<file path="config.mk">
export PLATFORM = sky130hd
export DESIGN_NAME = xtea_out_stage_flat
export DESIGN_NICKNAME = d
export VERILOG_FILES = /design/src/design/xtea_pkg.sv /design/src/design/xtea_if.sv /design/src/design/xtea_out_stage.sv /design/src/flat_wrapper.sv
export VERILOG_INCLUDE_DIRS = /design/src /design/src/design
export SDC_FILE = /design/constraint.sdc
export NUM_CORES = 1
export LEC_CHECK = 0
export BUFFER_PORTS_ARGS = -buffer_cell sky130_fd_sc_hd__buf_2
export CELL_PAD_IN_SITES_DETAIL_PLACEMENT = 1
export CELL_PAD_IN_SITES_GLOBAL_PLACEMENT = 2
export CORE_MARGIN = 5
export CORE_UTILIZATION = 37
export DETAILED_ROUTE_END_ITERATION = 8
export PLACE_DENSITY_LB_ADDON = 0.1
export SYNTH_ARGS = -nofsm -noshare
export SYNTH_HDL_FRONTEND = slang
export SYNTH_SLANG_ARGS = --single-unit
</file>
<file path="constraint.sdc">
create_clock -name clk -period 8.3 [get_ports clk]
set_input_delay 0 -clock clk [delete_from_list [all_inputs] [get_ports clk]]
set_output_delay 0 -clock clk [all_outputs]
set_load 0.02 [all_outputs]
</file>
<file path="src/design/xtea_block_cipher_top_assert.svh">
// ----------------------------------------------------------------------------
// XTEA block cipher assertion macros
// Shared macros for the concurrent checks of the cipher engine.
// ----------------------------------------------------------------------------
`ifndef XTEA_BLOCK_CIPHER_TOP_ASSERT_SVH
`define XTEA_BLOCK_CIPHER_TOP_ASSERT_SVH

// Same-cycle implication, sampled on the rising clock edge outside reset.
`define XTEA_ASSERT_NOW(label, ante, cons, msg) \
  label: assert property (@(posedge clk) disable iff (rst) (ante) |-> (cons)) \
    else $error(msg);

// Next-cycle implication, sampled on the rising clock edge outside reset.
`define XTEA_ASSERT_NEXT(label, ante, cons, msg) \
  label: assert property (@(posedge clk) disable iff (rst) (ante) |=> (cons)) \
    else $error(msg);

`endif

</file>
<file path="src/design/xtea_pkg.sv">
// ----------------------------------------------------------------------------
// XTEA package
// Types, constants and the round mixing function shared by the engine.
// ----------------------------------------------------------------------------
`timescale 1ns / 1ps

package xtea_pkg;

  localparam logic [31:0] XTEA_DELTA = 32'h9E37_79B9;
  localparam int unsigned KEY_WORDS  = 4;
  localparam int unsigned KEY_IDX_W  = 2;

  localparam logic OP_ENCRYPT = 1'b0;
  localparam logic OP_DECRYPT = 1'b1;

  typedef logic [KEY_WORDS-1:0][31:0] key_t;

  // Payload of one block as it travels down the round chain.
  typedef struct packed {
    logic        op;
    logic [31:0] left;
    logic [31:0] right;
  } blk_t;

  function automatic logic [31:0] mix(input logic [31:0] x);
    mix = ((x << 4) ^ (x >> 5)) + x;
  endfunction

endpackage

</file>
<file path="src/design/xtea_if.sv">


interface xtea_out_if;
  logic        valid;
  logic        ready;
  logic [31:0] result_left;
  logic [31:0] result_right;

  modport source (output valid, output result_left, output result_right,
                  input ready);
  modport sink   (input valid, input result_left, input result_right,
                  output ready);
endinterface

</file>
<file path="src/design/xtea_out_stage.sv">
// ----------------------------------------------------------------------------
// XTEA output stage
// Output register with a one-entry skid buffer that stalls the round chain.
// ----------------------------------------------------------------------------
`timescale 1ns / 1ps
`include "xtea_block_cipher_top_assert.svh"

module xtea_out_stage (
  input  logic              clk,
  input  logic              rst,
  input  logic              last_valid,
  input  xtea_pkg::blk_t    last_blk,
  output logic              en,
  xtea_out_if.source        results
);
  import xtea_pkg::*;

  logic        out_valid;
  logic [31:0] out_left;
  logic [31:0] out_right;
  logic        skid_valid;
  logic [31:0] skid_left;
  logic [31:0] skid_right;
  logic        take;

  assign take                 = out_valid && results.ready;
  assign en                   = !skid_valid;
  assign results.valid        = out_valid;
  assign results.result_left  = out_left;
  assign results.result_right = out_right;

  always_ff @(posedge clk) begin
    if (rst) begin
      out_valid  <= 1'b0;
      skid_valid <= 1'b0;
    end else if (skid_valid) begin
      if (take) begin
        out_left   <= skid_left;
        out_right  <= skid_right;
        skid_valid <= 1'b0;
      end
    end else if (!out_valid || take) begin
      out_valid <= last_valid;
      out_left  <= last_blk.left;
      out_right <= last_blk.right;
    end else if (last_valid) begin
      skid_valid <= 1'b1;
      skid_left  <= last_blk.left;
      skid_right <= last_blk.right;
    end
  end

  `XTEA_ASSERT_NOW(a_skid_behind_out, skid_valid, out_valid, "skid full with output empty")
  `XTEA_ASSERT_NOW(a_skid_cause, $rose(skid_valid), $past(out_valid && !results.ready), "skid filled without a stall")
  `XTEA_ASSERT_NEXT(a_skid_drain, skid_valid && take, out_valid && !skid_valid, "skid item not moved to output")
  `XTEA_ASSERT_NEXT(a_empty_fill, !skid_valid && !out_valid && last_valid, out_valid, "finished item dropped")

endmodule

</file>
<file path="src/flat_wrapper.sv">
// flat-port wrapper written by rule: the top's interface ports become plain ports
module xtea_out_stage_flat import xtea_pkg::*;
  (clk, rst, last_valid, last_blk, en, results_valid, results_result_left, results_result_right, results_ready);
  xtea_out_if results_i ();
  input  logic clk;
  input  logic rst;
  input  logic last_valid;
  input  xtea_pkg::blk_t last_blk;
  output logic en;
  output wire logic [$bits(results_i.valid)-1:0] results_valid;
  output wire logic [$bits(results_i.result_left)-1:0] results_result_left;
  output wire logic [$bits(results_i.result_right)-1:0] results_result_right;
  input wire logic [$bits(results_i.ready)-1:0] results_ready;
  assign results_valid = results_i.valid;
  assign results_result_left = results_i.result_left;
  assign results_result_right = results_i.result_right;
  assign results_i.ready = results_ready;
  xtea_out_stage u_core (.clk(clk), .rst(rst), .last_valid(last_valid), .last_blk(last_blk), .en(en), .results(results_i));
endmodule
</file>
# Word level (Yosys, flattened, before mapping)
# Cells that the tools add are included.
# word_totals
ff_bits,130
inputBits,69
out_inout_bits,66
elab_cells,28
# op_classes
n_eq_ne,1
mux,10
bitwise,3
n_reduce_logical,8
# op_table
op,n
$mux 32,6
$mux 1,4
$reduce_and 4->1,1
$not 1->1,3
$reduce_and 3->1,1
$logic_not 1->1,2
$ne 2x2->1 const B,1
$reduce_and 2->1,1
$reduce_bool 2->1,1
$logic_and 1x1->1,1
$logic_or 1x1->1,1

# Longest topological paths before layout
# Gate-level depths: netlist (run 1).
# depth
word_depth,4
mapped_depth,4
depth_no_buf,2

# Worst setup path after synthesis (run 1)
# Ideal clock, no wire load.
# synth_timing
kind,register -> register
from,reg u_core.skid_valid
to,reg u_core.skid_left[0] (enable)
setup_time_ps,643
arrival_ps,6688
t_required_ps,7657
setup_slack_ps,969
path_stages_with_launch,4
n_path_buf,2
synth_period_minus_slack_ps,7331
path_cell_list,dfxtp_1 -> buf_6 -> buf_6 -> nor4_1
# synth_via
elab_chain_cells,2
# synth_rtl
element,line,source
"start, declared",xtea_out_stage.sv:21,logic skid_valid;
"start signal, assigned",xtea_out_stage.sv:35,skid_valid <= 1'b0;
"start signal, assigned",xtea_out_stage.sv:40,skid_valid <= 1'b0;
"start signal, assigned",xtea_out_stage.sv:47,skid_valid <= 1'b1;
$not 1->1 (no source line),-,
$reduce_and 4->1 (no source line),-,
"end signal, assigned",xtea_out_stage.sv:48,skid_left <= last_blk.left;
"end, declared",xtea_out_stage.sv:22,logic [31:0] skid_left;
# No other way between the ends.
# A chain may end at the register's enable or synchronous reset.

# Worst setup path after layout (run 1)
# layout_timing
from,reg u_core.skid_valid
to,"reg u_core.out_left[24], in the netlist u_core.results.result_left[24] (enable)"
# layout_via
elab_chain_cells,2
elab_cells_between_ends,3
cone_classes,eq/ne (1); reduce/logical (2)
# layout_rtl
element,line,source
$ne 2x2->1 (no source line) / $reduce_bool 2->1 (equally long branches),-,
$reduce_and 3->1 (no source line) *,-,
"end signal, assigned",xtea_out_stage.sv:38,out_left <= skid_left;
"end signal, assigned",xtea_out_stage.sv:44,out_left <= last_blk.left;
"end, declared",xtea_out_stage.sv:19,logic [31:0] out_left;
# Every way passes the cells marked *; elsewhere a longest branch is shown, timed or not.

==> results of run 1 <==
## state kept, by name, summed over array words and instances, names as in the netlist
signal	flops
u_core.results.result_right	32
u_core.skid_right	32
u_core.skid_left	32
u_core.skid_valid	1
u_core.results.valid	1
u_core.results.result_left	32
## routing by layer
layer  wire [um]  part of all wire, %
met2        5180                   51
met5           0                    0
met4          97                 0.95
met1        4240                   41
met3         724                  7.1
## worst max-delay path by stage
stage                                      endpoint  slack [ps]
floorplan                       u_core.skid_left[0]         970
global placement    u_core.results.result_right[27]        5430
detailed placement   u_core.results.result_left[21]        5430
CTS                 u_core.results.result_right[21]        5420
global route         u_core.results.result_left[24]        5330
finish               u_core.results.result_left[24]        5540
## critical path: stages (launching register included)
cell and delay [ps]:
dfxtp_4 630, or2_1 380, a21oi_4 760, buf_4 590
## cell usage in the layout (no fill, tap or decap), drive strengths merged, types with 2 or more instances in the layout
cell	count
mux2	64
dfxtp	2
clkinv	9
edfxtp	128
inv	2
a21oi	2
clkbuf	22
dlygate4sd3	68
buf	135
## power groups by stage
stage,clock network (uW),registers (uW),logic [uW]
final,658,780,155
after global routing,707,783,168
after CTS,675,781,158
after detailed placement,0,794,132
after global placement,0,792,130
after floorplan,0,823,50.2
## Yosys cell counts
cell type  count
or2_1          1
a21oi_1        2
nor4_1         1
mux2_2        64
dfxtp_1        2
o32ai_1        1
nand2b_1       1
inv_1          2
buf_6          8
edfxtp_1     128
a211oi_1       1
nand2_1        1
nor2b_1        1
## cell type report
cell class / count / area (um2)
clock inverter: 10 / 67.6
fill: 1224 / 5840
sequential: 130 / 3890
tap: 172 / 215
clock buffer: 22 / 444
inverter: 2 / 7.51
timing repair buffer: 203 / 1360
multi-input combinational: 73 / 793
## repair_timing
action | in CTS | in global routing
hold buffers | 68 | 0
endpoints found under the hold margin | 130 | 0
buffers inserted | 0 | 0
## kinds of logic after synthesis
logic type,Yosys count
buffers and inverters,10
muxes,64
AOI/OAI and AO/OA,4
DFF,130
and+or+nand+nor,5
## stage by stage
step                instances  utilization [%]  hold slack [ps]  total power [uW]  setup slack, ps
floorplan                 213                -             78.5               873              969
global placement          512             44.2              190               923             5430
detailed placement        512             44.2              192               926             5430
CTS                       612             53.7              289              1610             5420
global route              612             53.7              297              1660             5330
finish                    612             53.7              313              1590             5540
==> metrics.cfg, run 1 <==
[synth]
synth_top_family_by_area=multiplexers
avgSynthCellArea_um2=22.3
synthDominantCellAreaShare_pct=80.8
ys_ff_latch=130
synthXorXnorAreaFrac_pct=0
syn_area_mm2=0.00476
syn_inst=213
ys_top_cells_by_area=edfxtp_1 (81%), mux2_2 (15%), buf_6 (1.9%), dfxtp_1 (0.84%), a21oi_1 (0.21%)
synth_compound_area_share_pct=0.552
netlist.top_cell.by_area=edfxtp_1
synthesis.nets=282
ys_warn_count=0
synth-adder-area-share_pct=0
synthMuxAreaShare_pct=15.1
synth_cell_types=13
seq_area_frac_synth_pct=81.6
synthSimpleGateAreaFrac_pct=0.605

[detailed_routing]
wl_per_cell_um=16.8
ant_nets=0
routed_wl_mm=10.3
vias_per_cell=4.44
dr.pass1.iters=4
drt_iter0_drc=191
drcViolationCount=0
num_vias=2719

[grt]
grt_pass1_vias=2990
grt_util_met2_pct=23.4
grt_use_total_pct=14.2
grt_max_degree=71
grt_pass1_wl_mm=15.6
overflow=0
antenna_found_initial=0
top_usage_layer=met2
met3_usage_pct=6.82
grt_use_met1_pct=15.8

[sta]
finClkSkew_ps=5.33
hold_viol_final=0
post-route-min-period_ps=2760
maxSlewViolCount=0
worstMarginPinSlew_ps=975
fin_crit_sh_pct=33.3
setup_viol=0
setup_tns_ps=0
max_slew_margin_pct=35.0
rsz0062_at_grt=no
max_freq_ghz=0.362

[clock_tree]
clk_pin_slew_worst_paths_ps=50
cts_num_sinks=130
worstSkewPairLatency_ps=410
cts_buffers=17
cts_resized=0
clock-root-buffer=clkbuf_16
h-tree-depth=4
cts_buffer_depth=2
tritoncts=yes

[worst_setup_path]
rr_startpoint=u_core.skid_valid
crit_type=register to register
cp.arrival_ps=2810
crit_path_start=u_core.skid_valid
rr_worst_depth=3
crit_path_max_fanout=70
start_kind=register
cp-end-kind=register
crit_required_ps=8340
r2r_end=u_core.results.result_left[24]
regToRegSetupSlack_ps=5540

[pwr]
seqPwrFrac_pct=49.0
combPwrFrac_pct=9.7
swShare_pct=22.1
power_switching_uw=351
p_int_uw=1240
cellPowerDensity_mw_per_mm2=235
p_leak_uw=0.00253
clkPwrFrac_pct=41.3
peakVddDrop_v=0.000133

[placement]
dpl_cell_area_mm2=0.00558
hpwl_mm=6.09
numPortBuffers=133
gp_congestion=0.695

[final_layout]
antenna_cells=0
areaGrowthSynthToFinish_pct=42.5
nNetsFinal=496
fin_area_mm2=0.00678
drive_gt1_share_pct=50.7

[floorplan]
die_area_mm2=0.0152
die_y_um=123
die_w_um=123
top_level_ports=135
fp-row-count=41
core_mm2=0.0126
initial_utilization_pct=37.7

[flow_run]
maxCapViolCount=0

[worst_hold_path]
min-delay-start=last_blk[28]
hold-path-endpoint=u_core.skid_right[28]
hp-class=input port to register
min_path_cells=2

[outcome]
status=complete, no violations

Power figures use the tool's default switching activity.
==> run 2: changes to the inputs <==
--- a/config.mk
+++ b/config.mk
@@ -6,11 +6,12 @@
 export SDC_FILE = /design/constraint.sdc
 export NUM_CORES = 1
 export LEC_CHECK = 0
+export ABC_AREA = 1
 export BUFFER_PORTS_ARGS = -buffer_cell sky130_fd_sc_hd__buf_2
 export CELL_PAD_IN_SITES_DETAIL_PLACEMENT = 1
 export CELL_PAD_IN_SITES_GLOBAL_PLACEMENT = 2
 export CORE_MARGIN = 5
-export CORE_UTILIZATION = 37
+export CORE_UTILIZATION = 34
 export DETAILED_ROUTE_END_ITERATION = 8
 export PLACE_DENSITY_LB_ADDON = 0.1
 export SYNTH_ARGS = -nofsm -noshare
==> constraint.sdc (replaced) <==
create_clock -name clk -period 2.7 [get_ports clk]
set_input_delay 0 -clock clk [delete_from_list [all_inputs] [get_ports clk]]
set_output_delay 0 -clock clk [all_outputs]
set_load 0.02 [all_outputs]
==> run 2 against run 1 <==
Against the previous run: total power rose to 3.2 times the previous value; flip-flop and latch count unchanged; largest cell class unchanged; highest routed layer unchanged; worst setup slack worse by 5200 ps.
==> metrics.cfg, run 2 <==
[clock_tree]
cts_hold_buf=68
cts_buffer_depth=2
worstSkewPairLatency_ps=410
clk_pin_slew_worst_paths_ps=60
tritoncts=yes
clock-root-buffer=clkbuf_16
h-tree-depth=4
cts_buffers=17
cts_num_sinks=130
cts_resized=0
post_cts_buffers=0

[synth]
netlist.top_cell.by_area=edfxtp_1
avgSynthCellArea_um2=13.5
ys_ff_latch=130
synth_ff_type=edfxtp_1
syn_area_mm2=0.00476
ys_top_cells_by_area=edfxtp_1 (81%), nand2_1 (15%), buf_4 (1.1%), dfxtp_1 (0.84%), buf_2 (0.74%)
synthesis.nets=421
async_flop_share_pct=0
synth_most_common_cell=nand2_1
seq_area_frac_synth_pct=81.7
synthDominantCellAreaShare_pct=80.8
synth_compound_area_share_pct=0.105
synthTopCellsByCount=nand2_1 (195), edfxtp_1 (128), buf_2 (7), buf_4 (7), nor2_1 (5)
synth_cell_types=10
synthMuxAreaShare_pct=0
ys_warn_count=0
synthSimpleGateAreaFrac_pct=16.0
synthXorXnorAreaFrac_pct=0
syn_inst=352
synth-adder-area-share_pct=0
synth_top_family_by_area=simple AND/OR/NAND/NOR gates
synth-edff-count=128

[final_layout]
fin_area_mm2=0.00694
nNetsFinal=634
areaGrowthSynthToFinish_pct=45.9
finalCoreUtilization_pct=50.4
regArea_mm2=0.00388
nFillCells=1464
final_cell_mix=nand2_1 (195), buf_2 (133), edfxtp_1 (128), dlygate4sd3_1 (68), clkbuf_16 (17)
final_common_cell=nand2_1
antenna_cells=0
drive_gt1_share_pct=29.8
multi_input_area_um2=773

[worst_setup_path]
start_kind=register
crit_path_max_fanout=60
cp-end-kind=register
crit_required_ps=3040
cp.arrival_ps=2720
crit_type=register to register

[pwr]
power_switching_uw=1100
seqPwrFrac_pct=45.8
combPwrFrac_pct=9.0
p_leak_uw=0.00295
cellPowerDensity_mw_per_mm2=742
swShare_pct=21.4
peakVddDrop_v=0.000438
clkPwrFrac_pct=45.1
p_int_uw=4050

[placement]
dpl_cell_area_mm2=0.00566
numPortBuffers=133
gp_congestion=0.701
hpwl_mm=6.85

[floorplan]
core_mm2=0.0138
die_w_um=128
die_area_mm2=0.0165
fp-row-count=43
die_y_um=128
initial_utilization_pct=34.5
top_level_ports=135

[sta]
hold_viol_final=0
setup_viol=0
finClkSkew_ps=7.38
fin_crit_sh_pct=88.0
post-route-min-period_ps=2380
setup_tns_ps=0
maxSlewViolCount=0
worstMarginPinSlew_ps=761
hold_slack_ps=32.0
max_freq_ghz=0.421
max_slew_margin_pct=49.3
rsz0062_at_grt=no

[detailed_routing]
highest_layer=met4
dr.pass1.iters=4
routed_wl_mm=11.2
wl_met2_mm=5.67
vias_per_cell=4.35
drt_iter0_drc=184
wl_met3_um=743
wl_per_cell_um=14.8
num_vias=3300
ant_nets=0
drcViolationCount=0
m1WireLength_mm=4.68

[worst_hold_path]
hp-class=input port to register

[grt]
antenna_found_initial=0
grt_pass1_wl_mm=17.7
overflow=0
grt_use_total_pct=14.2
grt_max_degree=67
grt_pass1_vias=3462

[flow_run]
maxCapViolCount=0

[outcome]
status=complete, no violations

[run 2: stage by stage]
step	instances	worst slack, ps	total power (uW)
after floorplan	352	143	2620
after global placement	658	887	2790
after detailed placement	658	841	2800
after CTS	758	281	5220
after global routing	758	149	5370
final	758	324	5150
[run 2: worst max-delay path: stages (launching register included)]
cell	delay [ps]
dfxtp_2	410
buf_4	570
nand3_1	130
dlygate4sd3_1	590
nand2_1	70
dlygate4sd3_1	540
[run 2: logic make-up after synthesis]
| family | Yosys count |
|---|---|
| AOI/OAI and AO/OA | 1 |
| DFF | 130 |
| buffers and inverters | 19 |
| and+or+nand+nor | 202 |
[run 2: power groups by stage]
stage               logic (uW)  clock network (uW)  registers [uW]
global route               515                2490            2370
detailed placement         400                   0            2400
floorplan                  116                   0            2500
CTS                        477                2390            2360
global placement           393                   0            2400
finish                     466                2320            2360
[run 2: worst paths after layout]
path                                            from                        endpoint  slack, ps  cells past startpoint
worst max-delay path               u_core.skid_valid               u_core.skid_valid        320                      5
worst min-delay path                             rst            u_core.results.valid         30                      4
worst max register to register     u_core.skid_valid               u_core.skid_valid        320                      5
worst min register to register  u_core.skid_right[4]  u_core.results.result_right[4]        510                      2
[run 2: cell type report]
type	count	share of cell area, %
tap	180	3.25
multi-input combinational	203	11.1
clock inverter	14	2.44
timing repair buffer	208	20.7
clock buffer	18	6.19
sequential	130	56.0
inverter	5	0.271
[run 2: routing by layer]
metal | up-vias | global-route usage, %
met5 | - | 0
met4 | 0 | 5.06
met3 | 11 | 5.71
met2 | 83 | 23.4
met1 | 1588 | 16.9
li1 | 1618 | -
