===== src/design/xtea_block_cipher_top_assert.svh =====
// ----------------------------------------------------------------------------
// XTEA block cipher assertion macros
// Shared macros for the concurrent checks of the cipher engine.
// ----------------------------------------------------------------------------
`ifndef XTEA_BLOCK_CIPHER_TOP_ASSERT_SVH
`define XTEA_BLOCK_CIPHER_TOP_ASSERT_SVH

// Same-cycle implication, sampled on the rising clock edge outside reset.
`define XTEA_ASSERT_NOW(label, ante, cons, msg) \
  label: assert property (@(posedge clk) disable iff (rst) (ante) |-> (cons)) \
    else $error(msg);

// Next-cycle implication, sampled on the rising clock edge outside reset.
`define XTEA_ASSERT_NEXT(label, ante, cons, msg) \
  label: assert property (@(posedge clk) disable iff (rst) (ante) |=> (cons)) \
    else $error(msg);

`endif


===== src/design/xtea_pkg.sv =====
// ----------------------------------------------------------------------------
// XTEA package
// Types, constants and the round mixing function shared by the engine.
// ----------------------------------------------------------------------------
`timescale 1ns / 1ps

package xtea_pkg;

  localparam logic [31:0] XTEA_DELTA = 32'h9E37_79B9;
  localparam int unsigned KEY_WORDS  = 4;
  localparam int unsigned KEY_IDX_W  = 2;

  localparam logic OP_ENCRYPT = 1'b0;
  localparam logic OP_DECRYPT = 1'b1;

  typedef logic [KEY_WORDS-1:0][31:0] key_t;

  // Payload of one block as it travels down the round chain.
  typedef struct packed {
    logic        op;
    logic [31:0] left;
    logic [31:0] right;
  } blk_t;

  function automatic logic [31:0] mix(input logic [31:0] x);
    mix = ((x << 4) ^ (x >> 5)) + x;
  endfunction

endpackage


===== src/design/xtea_cell.sv =====
// ----------------------------------------------------------------------------
// XTEA round cell
// One full XTEA cycle as two registered half-rounds, for either direction.
// ----------------------------------------------------------------------------
`timescale 1ns / 1ps

module xtea_cell #(
  parameter int ROUND  = 0,
  parameter int CYCLES = 32
) (
  input  logic          clk,
  input  logic          rst,
  input  logic          en,
  input  xtea_pkg::key_t key,
  input  logic          in_valid,
  input  xtea_pkg::blk_t in_blk,
  output logic          out_valid,
  output xtea_pkg::blk_t out_blk
);
  import xtea_pkg::*;

  // Running sums for this cycle, fixed by its position in the chain.
  localparam logic [63:0] ENC_P0 = 64'(XTEA_DELTA) * 64'(ROUND);
  localparam logic [63:0] ENC_P1 = 64'(XTEA_DELTA) * 64'(ROUND + 1);
  localparam logic [63:0] DEC_PA = 64'(XTEA_DELTA) * 64'(CYCLES - ROUND);
  localparam logic [63:0] DEC_PB = 64'(XTEA_DELTA) * 64'(CYCLES - ROUND - 1);
  localparam logic [31:0] ENC_S0 = ENC_P0[31:0];
  localparam logic [31:0] ENC_S1 = ENC_P1[31:0];
  localparam logic [31:0] DEC_SA = DEC_PA[31:0];
  localparam logic [31:0] DEC_SB = DEC_PB[31:0];
  localparam logic [KEY_IDX_W-1:0] ENC_K0 = ENC_S0[1:0];
  localparam logic [KEY_IDX_W-1:0] ENC_K1 = ENC_S1[12:11];
  localparam logic [KEY_IDX_W-1:0] DEC_KA = DEC_SA[12:11];
  localparam logic [KEY_IDX_W-1:0] DEC_KB = DEC_SB[1:0];

  logic        mid_valid;
  blk_t        mid_blk;
  blk_t        mid_next;
  blk_t        out_next;
  logic [31:0] sub1;
  logic [31:0] f1;
  logic [31:0] sub2;
  logic [31:0] f2;

  // First half: encrypt updates the left word, decrypt undoes the right word.
  always_comb begin
    mid_next = in_blk;
    if (in_blk.op == OP_DECRYPT) begin
      sub1 = DEC_SA + key[DEC_KA];
      f1   = mix(in_blk.left) ^ sub1;
      mid_next.right = in_blk.right - f1;
    end else begin
      sub1 = ENC_S0 + key[ENC_K0];
      f1   = mix(in_blk.right) ^ sub1;
      mid_next.left = in_blk.left + f1;
    end
  end

  // Second half: the other word, with the sum one step further on.
  always_comb begin
    out_next = mid_blk;
    if (mid_blk.op == OP_DECRYPT) begin
      sub2 = DEC_SB + key[DEC_KB];
      f2   = mix(mid_blk.right) ^ sub2;
      out_next.left = mid_blk.left - f2;
    end else begin
      sub2 = ENC_S1 + key[ENC_K1];
      f2   = mix(mid_blk.left) ^ sub2;
      out_next.right = mid_blk.right + f2;
    end
  end

  always_ff @(posedge clk) begin
    if (rst) begin
      mid_valid <= 1'b0;
      out_valid <= 1'b0;
    end else if (en) begin
      mid_valid <= in_valid;
      out_valid <= mid_valid;
    end
  end

  always_ff @(posedge clk) begin
    if (en) begin
      mid_blk <= mid_next;
      out_blk <= out_next;
    end
  end

endmodule


===== config.mk =====
export PLATFORM = sky130hd
export DESIGN_NAME = xtea_cell
export DESIGN_NICKNAME = d
export VERILOG_FILES = /design/src/design/xtea_block_cipher_top_assert.svh /design/src/design/xtea_pkg.sv /design/src/design/xtea_cell.sv
export SDC_FILE = /design/constraint.sdc
export NUM_CORES = 1
export LEC_CHECK = 0
export BUFFER_PORTS_ARGS = -buffer_cell sky130_fd_sc_hd__buf_2
export CAP_MARGIN = 0
export CORE_MARGIN = 5
export CORE_UTILIZATION = 45
export DETAILED_ROUTE_END_ITERATION = 10
export PLACE_DENSITY = 0.73
export RECOVER_POWER = 50
export SLEW_MARGIN = 20
export SYNTH_ARGS = -nofsm -noshare
export SYNTH_HDL_FRONTEND = slang
export SYNTH_SLANG_ARGS = --single-unit

===== constraint.sdc =====
create_clock -name clk -period 12.95 [get_ports clk]
set_input_delay 2.59 -clock clk [delete_from_list [all_inputs] [get_ports clk]]
set_output_delay 2.59 -clock clk [all_outputs]
set_load 0.1 [all_outputs]

=== Word level (Yosys, flattened, before mapping) ===
Cells that the tools add are included.

* Register bits after elaboration: 132
* Bits in latches: 0
* Bits in writable memories: 0
* Memory bits (read-only): 0
* Input port bits: 197
* Output and inout bits: 66
* Logic and storage cells: 31
* Memories: 0

* Add/sub/neg operators: 11
* Multipliers: 0
* Div/mod/pow operators: 0
* $lt $le $gt $ge: 0
* Equal/unequal tests: 0
* Shifts and indexed selects: 0
* Mux-type cells: 4
* Bitwise operators: 8
* Reductions and logical operators: 0

{| class="wikitable"
|+ Operators with widths
! kind !! number
|-
| $add A32 B32 Y32 || 6
|-
| $mux W32 || 4
|-
| $xor A32 B27 Y32 || 4
|-
| $xor A32 B32 Y32 || 4
|-
| $add A32 B32 Y32 const A || 2
|-
| $sub A32 B32 Y32 || 2
|-
| $add A30 B32 Y32 const A || 1
|}

=== Logic depth before layout (Yosys ltp) ===
Gate-level depths: netlist (run 1).

* Depth in word-level cells: 5
* Depth in mapped cells: 24

=== Worst setup path after synthesis (run 1) ===
No wires, ideal clock.

* Path type: in2reg
* Start point: input in_blk[32] (netlist bit)
* End point: register mid_blk[31] (netlist bit), data pin
* Library setup time: 0.258 ns
* Arrival: 7.169 ns
* Data required time: 12.692 ns
* Setup slack: 5.523 ns
* Stages: 23
* Cell sequence: ha_1 -> fa_1 -> a21o_1 -> a21o_1 -> a31oi_1 -> a21oi_1 -> a21o_1 -> a21o_1 -> a21o_1 -> a21o_1 -> a21o_1 -> xnor2_1 -> ha_1 -> a21oi_1 -> o21ai_1 -> a2111oi_0 -> nor2_1 -> o31a_1 -> and2_1 -> o211a_1 -> or3_1 -> nand3b_1 -> xnor2_1

{| class="wikitable"
|+ RTL lines
! element !! line !! RTL
|-
| start: declaration || xtea_cell.sv:16 || <nowiki>input xtea_pkg::blk_t in_blk,</nowiki>
|-
| end signal: assignment || xtea_cell.sv:85 || <nowiki>mid_blk <= mid_next;</nowiki>
|-
| end: declaration || xtea_cell.sv:37 || <nowiki>blk_t mid_blk;</nowiki>
|}

==> results.sh, run 1 <==
export IMPL_reg2reg_depth=22
export IMPL_grt_ovfl_total=0
export IMPL_netlist_instances=2545
export IMPL_clk_latency_ns=0.45
export IMPL_grt_start_max_net_pins=101
export IMPL_grt_pass1_wl_mm=104
export IMPL_avgViaCountPerCell=5.97
export IMPL_slew_headroom_pct=-182
export IMPL_period_needed_ns=8.04
export IMPL_clockBufferDepth=2
export IMPL_start_kind="input pin"
export IMPL_crit_chain="buf_2 -> ha_1 -> fa_1 -> a21o_1 -> a21o_1 -> a31oi_1 -> a21oi_1 -> a21o_1 -> a21o_1 -> a21o_1 -> a21o_1 -> a21o_1 -> xnor2_1 -> ha_1 -> a21oi_1 -> o21ai_1 -> a2111oi_0 -> o211ai_1 -> a211o_1 -> and2_1 -> o211a_1 -> o21a_1 -> nand3b_1 -> xnor2_1"
export IMPL_synth_nets=3014
export IMPL_cts_resized_gates=0
export IMPL_avgRoutedWirePerCell_um=20.3
export IMPL_h_tree_depth=4
export IMPL_synth_seq_cells=132
export IMPL_outcome="finished, violations left"
export IMPL_wl_mm=68.2
export IMPL_yosys_warnings=0
export IMPL_num_io_pins=263
export IMPL_worst_ep_arrival_time_ns=8.22
export IMPL_grt_pass1_vias=19414
export IMPL_worstPathRequired_ns=13.13
export IMPL_ctsHoldBuffers=0
export IMPL_rsz0062_at_grt="false"
export IMPL_crit_type="input pin to flop"
export IMPL_die_w_um=228
export IMPL_synthesis_area_mm2=0.0213
export IMPL_drv_slew=294
export IMPL_timing_critical_path_buf_inv=1
export IMPL_antenna_found_initial=0
export IMPL_hold_depth=2
export IMPL_cts_root_buf="clkbuf_16"
export IMPL_synth_top_area_cell="edfxtp_1"
export IMPL_placementRows=79
export IMPL_tns_ns=0
export IMPL_hold_path_class="flop to flop"
export IMPL_avgSynthCellArea_um2=8.38
export IMPL_vias=20030
export IMPL_cts_sinks=132
export IMPL_cp_top_family="compound AO/OA/AOI/OAI gates"
export IMPL_yosysSeqAreaShare_pct=18.5
export IMPL_cts_tree="done"
export IMPL_clk_pin_slew_ns=0.06
export IMPL_layout_worst_path_cycle_share_pct=62.1
export IMPL_synth_top_area_share_pct=18.3
export IMPL_synth_ff_type="edfxtp_1"
export IMPL_place_port_buffers=230
export IMPL_fin_skew_ns=0.0171
export IMPL_timing_rr_start="mid_blk[5]$_DFFE_PP_"
export IMPL_crit_path_end_kind="flop"
export IMPL_worst_pin_slew_ns=4.23
export IMPL_area_growth_pct=10.2
export IMPL_cp_slowest_cell="a2111oi_0"
export IMPL_gp_congestion=0.961
export IMPL_post_cts_buffers=0
export IMPL_synthTopCellsByArea="edfxtp_1 18%, ha_1 15%, xnor2_1 14%"
export IMPL_violations="max-capacitance violations, max-slew violations"
export IMPL_hold_viol=0
export IMPL_slowest_delay_ns=0.58
export IMPL_synthArstFlopShare_pct=0
export IMPL_ys_types=83
export IMPL_hold_end="out_valid$_SDFFE_PP0P_"
export IMPL_dp_hpwl_mm=56.2
export IMPL_path_max_fanout=6
export IMPL_die_h_um=228
export IMPL_drive_gt1_share_pct=9.90
export IMPL_synth_edf_count=130
export IMPL_remaining_drc_errors=0
export IMPL_setup_viol=0
export IMPL_ant_nets=0
export IMPL_core_area_mm2=0.0468
export IMPL_r2r_slack_ns=7.08
export IMPL_first_iter_violations=1742
export IMPL_dieArea_mm2=0.0518
export IMPL_first_pass_iters=5
export IMPL_cap_violations=4
export IMPL_cts_buffers=17
export IMPL_nets=3204
export IMPL_r2r_end="out_blk[60]$_DFFE_PP_"
export IMPL_crit_top_cell="a21o_1"
export IMPL_grtUsageTotal_pct=25.4
export IMPL_hold_start="out_valid$_SDFFE_PP0P_"
export IMPL_start_util_pct=45.6
export IMPL_fmax_mhz=124
-- sequential cells by signal (all words and copies together) (netlist names) --
name,flops
mid_valid,1
out_valid,1
out_blk,65
mid_blk,65
-- routing by layer --
| metal | track usage (%) | part of all wire (%) |
|---|---|---|
| met5 | 0 | 0 |
| met4 | 7.31 | 2.4 |
| met2 | 43.1 | 47 |
| met3 | 2.75 | 6.5 |
| met1 | 34.3 | 44 |
-- final cells by class --
cell class / count / area [um2]
antenna: 1 / 2.50
clock buffer: 19 / 433
clock inverter: 13 / 149
fill: 4453 / 23300
inverter: 68 / 255
multi-input combinational: 2282 / 16900
sequential: 132 / 3940
tap: 607 / 759
timing repair buffer: 234 / 1080
-- logic make-up (layout without fill, tap and decap cells) --
kind of cell / count (synthesis) / in the layout / share of synthesized area, %
compound gates: 809 / 809 / 24.5
xor+xnor: 531 / 531 / 21.8
fa+ha+maj: 272 / 272 / 16.2
buf+inv: 131 / 334 / 2.36
flops: 132 / 132 / 18.5
mux: 52 / 52 / 2.73
other cells: 0 / 1 / 0
simple gates: 618 / 618 / 13.9
-- worst min-delay path: stages, from the launching register on --
cell,delay (ns)
dfxtp_1,0.33
mux2i_1,0.06
nor2_1,0.07
-- cell usage after synthesis, types with 8 or more instances --
master    count
clkbuf_1     53
o31ai_1      20
nand3_1      59
nor2_1      138
o21bai_1     24
edfxtp_1    130
mux2_2       50
inv_1        68
nor3_1       47
and3_1       25
nand2_1     200
nand2b_1     30
or3_1        14
xnor2_1     336
and2_1       12
o21a_1       34
o21ai_0     141
ha_1        264
xor2_1      195
a21oi_1     236
nand4_1      25
o21ai_1      31
nor2b_1      19
o211ai_1     21
nor4_1        8
a21o_1      144
a31oi_1      31
a211oi_1     21
fa_1          8
-- placed cells by master, fill, tap and decap left out, types with 6 or more instances in the layout --
master,instances
o21bai_1,24
o311ai_1,7
nor3_1,47
nand4_1,25
and2_1,12
edfxtp_1,130
nand2b_1,30
o22ai_1,7
nor2_1,138
a31o_2,6
clkbuf_16,17
a211oi_1,21
mux2_2,49
a31oi_1,31
fa_1,8
and3_1,25
xnor2_1,336
o21a_1,34
o31ai_1,20
clkbuf_1,73
or3_1,14
inv_1,68
ha_1,264
nor3b_1,6
a211o_1,7
nand2_1,200
nand3_1,59
nor4_1,8
a41oi_1,7
o21ai_1,31
xor2_1,195
or2_2,6
nor2b_1,19
o211ai_1,21
a21oi_1,236
o21ai_0,141
buf_2,162
or4_1,7
a21o_1,144
-- stage by stage --
step                area [um2]  worst slack, ns  hold WS (ns)  instances  util [%]
finish                   23500             4.91         0.501       3356      50.3
global route             23500             4.55         0.550       3355      50.3
CTS                      23600             5.02         0.503       3355      50.5
detailed placement       23000             4.56         0.489       3323      49.2
global placement         23000             4.69         0.469       3323      49.2
floorplan                21300             5.52         0.424       2545         -
-- how the worst max path moves through the flow --
stage | startpoint | end | slack, ns | depth (start not counted)
2_1_floorplan | in_blk[32] | mid_blk[31]$_DFFE_PP_ | 5.52 | 23
3_3_place_gp | in_blk[37] | mid_blk[31]$_DFFE_PP_ | 4.69 | 24
3_5_place_dp | in_blk[37] | mid_blk[31]$_DFFE_PP_ | 4.56 | 24
4_1_cts | in_blk[37] | mid_blk[31]$_DFFE_PP_ | 5.02 | 24
5_1_grt | in_blk[37] | mid_blk[31]$_DFFE_PP_ | 4.55 | 24
6_report | in_blk[37] | mid_blk[31]$_DFFE_PP_ | 4.91 | 24
Power of run 1 is not shown: default switching activity piles up to over one toggle a cycle in this logic, so the estimate is an artifact.
==> run 2: changes to the inputs <==
--- a/config.mk
+++ b/config.mk
@@ -10,7 +10,7 @@
 export CORE_MARGIN = 5
 export CORE_UTILIZATION = 45
 export DETAILED_ROUTE_END_ITERATION = 10
-export PLACE_DENSITY = 0.73
+export PLACE_DENSITY = 0.76
 export RECOVER_POWER = 50
 export SLEW_MARGIN = 20
 export SYNTH_ARGS = -nofsm -noshare
==> constraint.sdc (replaced) <==
create_clock -name clk -period 7.2 [get_ports clk]
set_input_delay 1.44 -clock clk [delete_from_list [all_inputs] [get_ports clk]]
set_output_delay 1.44 -clock clk [all_outputs]
set_load 0.1 [all_outputs]
==> run 2 against run 1 <==
  * The flow still finishes with violations (max-capacitance violations, max-slew violations)
  * Routed wire length decreased by 1.0%
  * Core utilization about the same
  * Non-clock buffer count is 6 higher
  * Critical path type unchanged
  * First-iteration DRC count decreased by 10%
  * Clock-buffer cell count stayed put
  * Highest routed layer unchanged
==> results.sh, run 2 (synthesized netlist as in run 1, its figures left out) <==
export IMPL_cp_top_family="compound AO/OA/AOI/OAI gates"
export IMPL_crit_type="input pin to flop"
export IMPL_r2r_end="out_blk[62]$_DFFE_PP_"
export IMPL_clk_pin_slew_ns=0.06
export IMPL_grt_pass1_vias=19753
export IMPL_worst_pin_slew_ns=4.16
export IMPL_r2r_slack_ns=1.33
export IMPL_final_common_cell="xnor2_1"
export IMPL_grt_ovfl_total=0
export IMPL_fin_skew_ns=0.0124
export IMPL_timing_rr_start="mid_blk[5]$_DFFE_PP_"
export IMPL_ant_nets=0
export IMPL_die_w_um=228
export IMPL_grt_pass1_wl_mm=103
export IMPL_avgViaCountPerCell=5.97
export IMPL_grt_start_max_net_pins=101
export IMPL_hold_viol=0
export IMPL_worstSetupPathDepth=25
export IMPL_slew_headroom_pct=-177
export IMPL_post_cts_buffers=0
export IMPL_cts_root_buf="clkbuf_16"
export IMPL_crit_top_cell="a21o_1"
export IMPL_core_area_mm2=0.0468
export IMPL_vias=20063
export IMPL_final_core_util_pct=50.3
export IMPL_wl_mm=67.5
export IMPL_outcome="finished, violations left"
export IMPL_gp_congestion=0.975
export IMPL_first_iter_violations=1565
export IMPL_endpoint="mid_blk[31]$_DFFE_PP_"
export IMPL_cts_sinks=132
export IMPL_worst_ep_arrival_time_ns=6.68
export IMPL_cts_resized_gates=0
export IMPL_clk_latency_ns=0.45
export IMPL_hold_path_class="flop to flop"
export IMPL_violations="max-capacitance violations, max-slew violations"
export IMPL_die_h_um=228
export IMPL_clockBufferDepth=2
export IMPL_h_tree_depth=4
export IMPL_grtUsageTotal_pct=25.1
export IMPL_cap_violations=5
export IMPL_worstPathRequired_ns=7.39
export IMPL_dp_hpwl_mm=56.0
export IMPL_timing_critical_path_buf_inv=2
export IMPL_period_needed_ns=6.49
export IMPL_dieArea_mm2=0.0518
export IMPL_remaining_drc_errors=0
export IMPL_layout_worst_path_cycle_share_pct=90.2
export IMPL_holdWs_ns=0.506
export IMPL_start_kind="input pin"
export IMPL_drv_slew=335
export IMPL_start_util_pct=45.6
export IMPL_avgRoutedWirePerCell_um=20.1
export IMPL_placementRows=79
export IMPL_reg2reg_depth=23
export IMPL_nets=3210
export IMPL_drive_gt1_share_pct=10.1
export IMPL_top_regs="mid_blk: 65 flops, out_blk: 65 flops"
export IMPL_fmax_mhz=154
export IMPL_path_max_fanout=4
export IMPL_antenna_found_initial=0
export IMPL_area_growth_pct=10.3
export IMPL_num_io_pins=263
export IMPL_crit_path_end_kind="flop"
export IMPL_cp_slowest_cell="fa_1"
export IMPL_rsz0062_at_grt="false"
export IMPL_startpoint="in_blk[32]"
export IMPL_cts_buffers=17
export IMPL_final_cell_mix="336 x xnor2_1, 264 x ha_1, 236 x a21oi_1, 200 x nand2_1, 195 x xor2_1"
export IMPL_setup_viol=0
export IMPL_tns_ns=0
export IMPL_first_pass_iters=8
export IMPL_cts_tree="done"
export IMPL_place_port_buffers=230
export IMPL_slowest_delay_ns=0.41
export IMPL_ctsHoldBuffers=0
-- run 2: area by class of cell --
type | count | area, um2
repair buffers | 240 | 1130
inverters | 68 | 255
flip-flops and latches | 132 | 3940
fillers | 4414 | 23200
clock inverters | 13 | 128
well taps | 607 | 759
multi-input cells | 2282 | 16900
diodes | 1 | 2.50
clock buffers | 19 | 433
-- run 2: per-stage QoR --
stage	cell area, um2	std cells	setup WS, ns
6_report	23500	3362	0.707
5_1_grt	23500	3361	0.345
4_1_cts	23600	3361	0.781
3_5_place_dp	23100	3329	0.314
3_3_place_gp	23100	3329	0.278
2_1_floorplan	21300	2545	0.923
-- run 2: worst min-delay path, stage by stage, from the launching register on --
cell and delay (ns):
dfxtp_1 0.33, mux2i_1 0.07, nor2_1 0.07
-- run 2: worst min path at each step --
stage / startpoint / endpoint / slack (ns) / cells after the start
after global routing: out_valid$_SDFFE_PP0P_ / out_valid$_SDFFE_PP0P_ / 0.56 / 2
after global placement: out_valid$_SDFFE_PP0P_ / out_valid$_SDFFE_PP0P_ / 0.47 / 2
after detailed placement: out_valid$_SDFFE_PP0P_ / out_valid$_SDFFE_PP0P_ / 0.49 / 2
after floorplan: mid_blk[64]$_DFFE_PP_ / out_blk[64]$_DFFE_PP_ / 0.42 / 0
after CTS: out_valid$_SDFFE_PP0P_ / out_valid$_SDFFE_PP0P_ / 0.51 / 2
final: mid_valid$_SDFFE_PP0P_ / mid_valid$_SDFFE_PP0P_ / 0.51 / 2
-- run 2: per-layer routing --
| layer | global-route usage, % | wire, um |
|---|---|---|
| met3 | 3.37 | 4720 |
| met4 | 7.64 | 1860 |
| met2 | 42.4 | 31300 |
| met1 | 33.4 | 29600 |
| met5 | 0 | 0 |
Power of run 2 is left out for the same reason.
